===== src/hw/rtl/csfe_pkg.sv =====
package csfe_pkg;

	// Surface and store geometry
	localparam int WIDTH_MAX  = 64;
	localparam int HEIGHT_MAX = 64;
	localparam int PIXEL_BITS = 32;

	localparam int STORE_DEPTH = WIDTH_MAX * HEIGHT_MAX;
	localparam int ADDR_W      = $clog2(STORE_DEPTH);
	localparam int COL_W       = $clog2(WIDTH_MAX);
	localparam int ROW_W       = $clog2(HEIGHT_MAX);
	localparam int DIM_W       = $clog2(((WIDTH_MAX > HEIGHT_MAX) ? WIDTH_MAX : HEIGHT_MAX) + 1);
	localparam int COUNT_W     = $clog2(STORE_DEPTH + 1);

	// Fixed field widths
	localparam int KIND_W  = 3;
	localparam int COORD_W = 16;
	localparam int WORD_W  = 32;
	localparam int CFG_W   = 7;
	localparam int APB_W   = 32;
	localparam int PADDR_W = 3;

	// Bit of (age + row + column) that selects the ants colour
	localparam int ANTS_BIT = 2;
	localparam int PHASE_W  = ANTS_BIT + 1;

	// Command codes
	localparam logic [KIND_W-1:0] KIND_HLINE_SOLID = 3'd0;
	localparam logic [KIND_W-1:0] KIND_VLINE_SOLID = 3'd1;
	localparam logic [KIND_W-1:0] KIND_RECT_SOLID  = 3'd2;
	localparam logic [KIND_W-1:0] KIND_HLINE_ANTS  = 3'd3;
	localparam logic [KIND_W-1:0] KIND_VLINE_ANTS  = 3'd4;
	localparam logic [KIND_W-1:0] KIND_SET_PIXEL   = 3'd5;
	localparam logic [KIND_W-1:0] KIND_READ_PIXEL  = 3'd6;

	// Register index, taken from paddr bit 2
	localparam logic REG_WIDTH  = 1'b0;
	localparam logic REG_HEIGHT = 1'b1;

	typedef logic [PIXEL_BITS-1:0] pixel_t;

	typedef struct packed {
		logic [DIM_W-1:0] w;
		logic [DIM_W-1:0] h;
	} surface_t;

	typedef enum logic [3:0] {
		ST_CLEAR,
		ST_IDLE,
		ST_CLIP,
		ST_BASE,
		ST_LIMIT,
		ST_PIXEL,
		ST_RDWAIT,
		ST_FILL,
		ST_DONE
	} state_t;

	// A zero register acts as one, anything above the maximum as the maximum.
	function automatic logic [DIM_W-1:0] eff_dim(logic [CFG_W-1:0] raw, int unsigned lim);
		logic [DIM_W-1:0] res;
		if (raw == '0) begin
			res = DIM_W'(1);
		end else if (int'(raw) > lim) begin
			res = DIM_W'(lim);
		end else begin
			res = DIM_W'(raw);
		end
		return res;
	endfunction

endpackage


===== src/hw/rtl/csfe_apb_regs.sv =====
module csfe_apb_regs (
	input  logic                         clk,
	input  logic                         arst_n,
	input  logic                         psel,
	input  logic                         penable,
	input  logic                         pwrite,
	input  logic [csfe_pkg::PADDR_W-1:0] paddr,
	input  logic [csfe_pkg::APB_W-1:0]   pwdata,
	output logic [csfe_pkg::APB_W-1:0]   prdata,
	output logic                         pready,
	output csfe_pkg::surface_t           surf
);
	import csfe_pkg::*;

	logic [CFG_W-1:0] width_q;
	logic [CFG_W-1:0] height_q;
	logic             wr_en;
	logic             reg_sel;

	assign pready  = 1'b1;
	assign wr_en   = psel && penable && pwrite;
	assign reg_sel = paddr[2];

	always_ff @(posedge clk or negedge arst_n) begin
		if (!arst_n) begin
			width_q  <= CFG_W'(WIDTH_MAX);
			height_q <= CFG_W'(HEIGHT_MAX);
		end else if (wr_en) begin
			if (reg_sel == REG_HEIGHT) begin
				height_q <= pwdata[CFG_W-1:0];
			end else begin
				width_q <= pwdata[CFG_W-1:0];
			end
		end
	end

	assign prdata = (reg_sel == REG_HEIGHT) ? APB_W'(height_q) : APB_W'(width_q);

	assign surf.w = eff_dim(width_q, WIDTH_MAX);
	assign surf.h = eff_dim(height_q, HEIGHT_MAX);

endmodule


===== config.mk =====
export PLATFORM = sky130hd
export DESIGN_NAME = csfe_apb_regs
export DESIGN_NICKNAME = d
export VERILOG_FILES = /design/src/hw/rtl/csfe_pkg.sv /design/src/hw/rtl/csfe_apb_regs.sv
export SDC_FILE = /design/constraint.sdc
export NUM_CORES = 1
export LEC_CHECK = 0
export ABC_AREA = 1
export BUFFER_PORTS_ARGS = -buffer_cell sky130_fd_sc_hd__buf_4
export CAP_MARGIN = 30
export CORE_MARGIN = 2
export CORE_UTILIZATION = 38
export DETAILED_ROUTE_END_ITERATION = 8
export PLACE_DENSITY_LB_ADDON = 0.05
export SYNTH_ARGS = -nofsm -noshare
export SYNTH_HDL_FRONTEND = slang
export SYNTH_SLANG_ARGS = --single-unit

===== constraint.sdc =====
create_clock -name clk -period 1.35 [get_ports clk]
set_clock_uncertainty 0.2 [all_clocks]
set_input_delay 0.135 -clock clk [delete_from_list [all_inputs] [get_ports clk]]
set_output_delay 0.135 -clock clk [all_outputs]
set_load 0.01 [all_outputs]

# Yosys cells after proc, flatten, opt, wreduce, memory -nomap -nowiden
# Cells that the tools add are included.
# totals
out_inout_bits	47
in_bits	40
word_cells	16
ff_bits	14
# classes
muxes	5
magnitude_cmp	2
n_reduce_logical	6
n_bitwise	1
# ops
cell	count
$mux 7	5
$gt 7x7->1 const B	2
$logic_not 7->1	2
$reduce_and 2->1	2
$logic_and 1x1->1	2
$not 1->1	1

# Depth between registers and ports, before layout
# Gate-level depths: netlist of run 1.
# depth
ltp_word	3
mapped_depth	6
depth_no_buf	5

# Worst setup path before layout of run 1
# OpenSTA, ideal clock, no wires.
# synth_timing
path_type	register to output
start	register width_q[6]
end	output prdata[6] (netlist bit)
path_buffers	0
path_stages_with_launch	3
setup_slack_ns	0.136
arrival_time_ns	0.879
t_required_ns	1.015
path_cell_list	dfstp_2 inv_1 o21ai_0
# synth_via
elab_chain_cells	1
# synth_rtl
element	line_no	text
start, declared	csfe_apb_regs.sv:15	logic [CFG_W-1:0] width_q;
start signal, assigned	csfe_apb_regs.sv:26	width_q <= CFG_W'(WIDTH_MAX);
start signal, assigned	csfe_apb_regs.sv:32	width_q <= pwdata[CFG_W-1:0];
$mux 7	csfe_apb_regs.sv:37	assign prdata = (reg_sel == REG_HEIGHT) ? APB_W'(height_q) : APB_W'(width_q);
end, declared	csfe_apb_regs.sv:9	output logic [csfe_pkg::APB_W-1:0] prdata,
# No other way between the ends.

==> flow_summary.toml, run 1 <==
[outcome]
status = "finished with violations"
violations = "negative setup slack"

[floorplanning]
num_rows = 19
dieArea_um2 = 3200
initial_core_util = 0.391
fp.dieW_um = 56.6
coreArea_um2 = 2690
die_y_um = 56.6
num_io_pins = 87

[final_layout]
syn_to_final_growth_pct = 55.6
drive_above_1_share = 0.568
post-route-util = 0.609
fin_nets = 240
diodes = 0
final_cells = 230

[pwr]
vdd_drop_max_uv = 788
power_frac_seq = 0.303
power_density_nw_per_um2 = 1190
power_leakage_uw = 0.000873
p_sw_frac = 0.372
comb_power_share = 0.539
p_int_uw = 1230
clkPwrFrac = 0.158
power.switching_uw = 726

[synth]
ys_seq_area_frac = 0.336
synthFlopType = "dfrtp_1"
synth.cells.most_frequent = "nand2_1, buf_4, inv_1"
netlist_area_um2 = 1050
syn_inst = 143
synth_edf_count = 0
async_flop_share = 1.00
synth_warnings = 0
synth_most_common_cell = "nand2_1"
ys_seq_elements = 14
synth_top_cell_by_area = "dfrtp_1"
synth.area.top_cells = "dfrtp_1, buf_4, o21ai_2"
synth_top_area_frac = 0.286
avgSynthCellArea_um2 = 7.35
synth_cell_types = 18

[clocking]
clock_path_buffers = 2
root_buffer = "clkbuf_4"
cts_buffers = 3
clock-sinks = 14
htreeDepth = 1
clk_pin_slew_worst_paths_ns = 0.09
clkLatencyLatePin_ns = 0.28
cts_tree = "yes"

[sta]
rsz0062_at_grt = "yes"
fmax_mhz = 612
layout_min_cycle_time_ns = 1.63
slew_violations = 0
setup_viol = 21
period_share = 1.21
hold_violations = 0
fin_ws_ns = -0.283

[drt]
ant_nets = 0
vias_per_cell = 4.20
firstDrtPassIters = 3
wl_per_cell_um = 10.4
dr.first_iter.drc_count = 10
via_count = 965
drc = 0
totalWireLength_mm = 2.39

[placement]
place_ws_ns = 0.0240
numPortBuffers = 33
dp_cells = 210
place_congestion = 0.729
dpl.hpwl_mm = 1.66

[critical_path]
cp-start-kind = "register"
critPathKind = "register to output port"
regToRegStartpoint = "height_q[6]"
critPathRequiredTime_ns = 1.01
end_kind = "output port"
crit_arrival_ns = 1.30
path_max_fanout = 3
startpoint = "width_q[0]"

[global_routing]
grt_start_max_net_pins = 16
grt_pass1_vias = 915
grt_antenna_before_repair = 0
grt_first_pass_wirelength_mm = 3.78
grt_usage = 0.149
grt_overflow = 0

[worst_hold_path]
min_path_type = "input pin to asynchronous set/reset pin"

[flow_run]
maxCapViolations = 0
## cell usage in the layout, fill, tap and decap left out
master / count
buf_4: 31
conb_1: 26
buf_6: 20
o21ai_2: 19
nand2_1: 18
inv_1: 13
nand2_2: 12
dfrtp_1: 12
nor2_2: 10
dlygate4sd3_1: 8
inv_2: 5
nor2_1: 4
inv_4: 4
nor2_4: 3
clkbuf_4: 3
nand3_1: 2
nand2_4: 2
dfstp_2: 2
nor3_1: 1
o21ai_1: 1
nand3_2: 1
nand4_1: 1
clkbuf_8: 1
## cell families after synthesis
family | count (synthesis) | share of synthesized area
other cells | 2 | 0.00715
simple gates | 54 | 0.214
buf+inv | 53 | 0.298
compound gates | 20 | 0.145
flops | 14 | 0.336
## cell type report
type / count / area, µm²
clock buffers: 4 / 36.3
flip-flops and latches: 14 / 353
well taps: 31 / 38.8
repair buffers: 59 / 538
multi-input cells: 100 / 577
fillers: 251 / 1050
inverters: 22 / 92.6
## flip-flops by register name, summed over array words and instances, names as in the netlist
register,flops
height_q,7
width_q,7
## power by group through the flow
stage	Sequential (µW)	Combinational [µW]	Clock, µW
after floorplan	580	437	0
after global placement	574	746	0
after detailed placement	574	747	0
after CTS	577	918	309
after global routing	600	1150	337
final	592	1050	307
## worst paths after layout
path                          endpoint  slack [ns]  cells after the start
max                           surf[10]       -0.28                      6
min                         width_q[4]        0.03                      2
max reg2reg                height_q[6]        0.06                      5
min reg2reg                 width_q[3]        0.36                      2
max in group asynchronous  height_q[6]        0.68                      2
min in group clk           height_q[6]        0.17                      5
## critical path: stages (launching register included)
cell and delay (ns):
dfrtp_1 0.41, nor2_2 0.16, nand3_2 0.09, nand2_2 0.07, inv_2 0.05, nor2_1 0.10
buf_4 0.13
## metal layers
layer	GRT usage	wire length, µm	share of wire	vias up
li1	-	-	-	492
met1	0.182	1010	0.43	440
met2	0.264	1250	0.53	33
met3	0.0300	117	0.049	0
met4	0.0408	0	0	0
met5	0	0	0	-
## timing repair
action,4_1_cts,5_1_grt
setup endpoints to repair,21,21
hold endpoints to repair,28,0
hold buffers,8,0
buffers inserted,6,8
pin swaps,11,7
gates resized for setup,42,32
## stage by stage
stage,TNS [ns],total power (µW),cell area [µm²],hold slack (ns)
after floorplan,0,1020,1140,-0.361
after global placement,0,1320,1270,-0.201
after detailed placement,0,1320,1270,-0.203
after CTS,-3.00,1800,1520,0.0356
after global routing,-4.55,2090,1640,0.0574
final,-3.12,1950,1640,0.0310
No activity file was read; power rests on OpenSTA's default activity.
==> run 2: changes to the inputs <==
Settings changed: PLACE_DENSITY set to 0.79, PLACE_DENSITY_LB_ADDON 0.05 to not set.
==> run 2 against run 1 <==
Compared with the run above: critical path depth is the same; the run still ends with negative setup slack left; core utilization about the same; critical path type unchanged; final cell count did not move; clock-buffer cell count down 1.
==> flow_summary.toml, run 2 (same netlist as run 1, synthesis figures left out) <==
[outcome]
status = "finished with violations"
violations = "negative setup slack"

[flow_run]
maxCapViolations = 0

[drt]
totalWireLength_mm = 2.46
via_count = 992
vias_per_cell = 4.31
wl_per_cell_um = 10.7
firstDrtPassIters = 4
drc = 0
ant_nets = 0
dr.first_iter.drc_count = 20

[clocking]
clk_pin_slew_worst_paths_ns = 0.08
cts_tree = "yes"
cts_buffers = 3
clkLatencyLatePin_ns = 0.28
root_buffer = "clkbuf_4"
clock_path_buffers = 2
clock-sinks = 14
htreeDepth = 1

[sta]
fmax_mhz = 604
period_share = 1.23
fin_ws_ns = -0.306
hold_ws_ns = 0.0414
layout_min_cycle_time_ns = 1.66
setup_viol = 21
hold_violations = 0
slew_violations = 0
rsz0062_at_grt = "yes"

[final_layout]
drive_above_1_share = 0.558
layout_common_cells = "buf_4, conb_1, buf_6"
biggestRegsByFlops = "height_q x7, width_q x7"
final_cells = 230
layout_commonest_cell = "buf_4"
syn_to_final_growth_pct = 55.7
register_area_um2 = 353
final.fill_count = 255
diodes = 0
post-route-util = 0.609
multi_input_area_um2 = 587
fin_nets = 241

[pwr]
power_density_nw_per_um2 = 1160
p_total_uw = 1900
vdd_drop_max_uv = 789
power_leakage_uw = 0.000884

[critical_path]
end_kind = "output port"
cp_cell_sequence = "nor2_2, nand3_1, nand2_2, inv_2, nor2_2, buf_4"
slowest_stage = "dfrtp_1"
critPathRequiredTime_ns = 1.01
crit_arrival_ns = 1.32
critical-path-top-delay-family = "simple AND/OR/NAND/NOR gates"
critPathKind = "register to output port"
cp-start-kind = "register"
crit_top_cell = "nor2_2"
worst-path-buf-inv = 2
path_max_fanout = 3
slowest_delay_ns = 0.41

[floorplanning]
num_io_pins = 87
num_rows = 19
initial_core_util = 0.391
coreArea_um2 = 2690
fp.dieW_um = 56.6
die_y_um = 56.6
dieArea_um2 = 3200

[global_routing]
grt_antenna_before_repair = 0
grt_pass1_vias = 912
grt_first_pass_wirelength_mm = 3.80
grt_start_max_net_pins = 16
grt_overflow = 0
grt_usage = 0.150

[worst_hold_path]
min_path_type = "input pin to asynchronous set/reset pin"

[placement]
numPortBuffers = 33
place_congestion = 0.778
dp_cells = 211
dpl.hpwl_mm = 1.64
run 2: cell count changes in the layout (fill, tap and decap cells not counted):
cell | previous run | this run
nand2_2 | 12 | 9
buf_4 | 31 | 32
clkbuf_8 | 1 | 0
inv_4 | 4 | 3
nand3_2 | 1 | 0
nand3_1 | 2 | 3
inv_1 | 13 | 14
nand2_4 | 2 | 5
run 2: worst register-to-register path, stage by stage (launching register included):
cell and delay (ns):
dfstp_2 0.56, buf_6 0.13, buf_4 0.11, nand2_2 0.04, o21ai_2 0.06
run 2: path summary, 6_finish.rpt:
| kind | startpoint | endpoint | slack [ns] | depth (start not counted) |
|---|---|---|---|---|
| max | width_q[5] | surf[10] | -0.31 | 6 |
| min | arst_n | height_q[5] | 0.04 | 2 |
| max reg2reg | width_q[6] | width_q[6] | 0.18 | 4 |
| min reg2reg | height_q[6] | height_q[6] | 0.32 | 2 |
| max in group asynchronous | arst_n | width_q[6] | 0.67 | 2 |
| min in group clk | pwrite | height_q[6] | 0.18 | 5 |
run 2: per-stage QoR:
stage	worst slack (ns)	TNS, ns	cell area (µm²)
2_1_floorplan	0.136	0	1140
3_3_place_gp	0.0123	0	1280
3_5_place_dp	-0.00268	-0.00268	1280
4_1_cts	-0.263	-3.21	1510
5_1_grt	-0.382	-4.65	1640
6_report	-0.306	-3.42	1640
run 2: final cells by class:
type                    count  area share
clock buffers               3      0.0138
flip-flops and latches     14       0.216
inverters                  22      0.0550
multi-input cells         100       0.359
well taps                  31      0.0237
repair buffers             60       0.333
run 2: metal layers:
metal	share of wire	global-route usage
met1	0.39	0.187
met5	0	0
met4	0.020	0.0612
met2	0.51	0.246
met3	0.076	0.0369
run 2: timing repair:
action / in CTS / in global routing
resized for setup: 37 / 37
pin swaps: 7 / 13
endpoints found under the hold margin: 28 / 0
setup buffers: 8 / 9
hold buffers: 8 / 0
endpoints found under the setup margin: 21 / 21
run 2: power breakdown:
part | leakage, µW | internal, µW | switching [µW] | total [µW]
clock | 0.0000138 | 104 | 136 | 240
sequential | 0.000172 | 507 | 76.0 | 583
combinational | 0.000698 | 564 | 516 | 1080
total | 0.000884 | 1170 | 728 | 1900
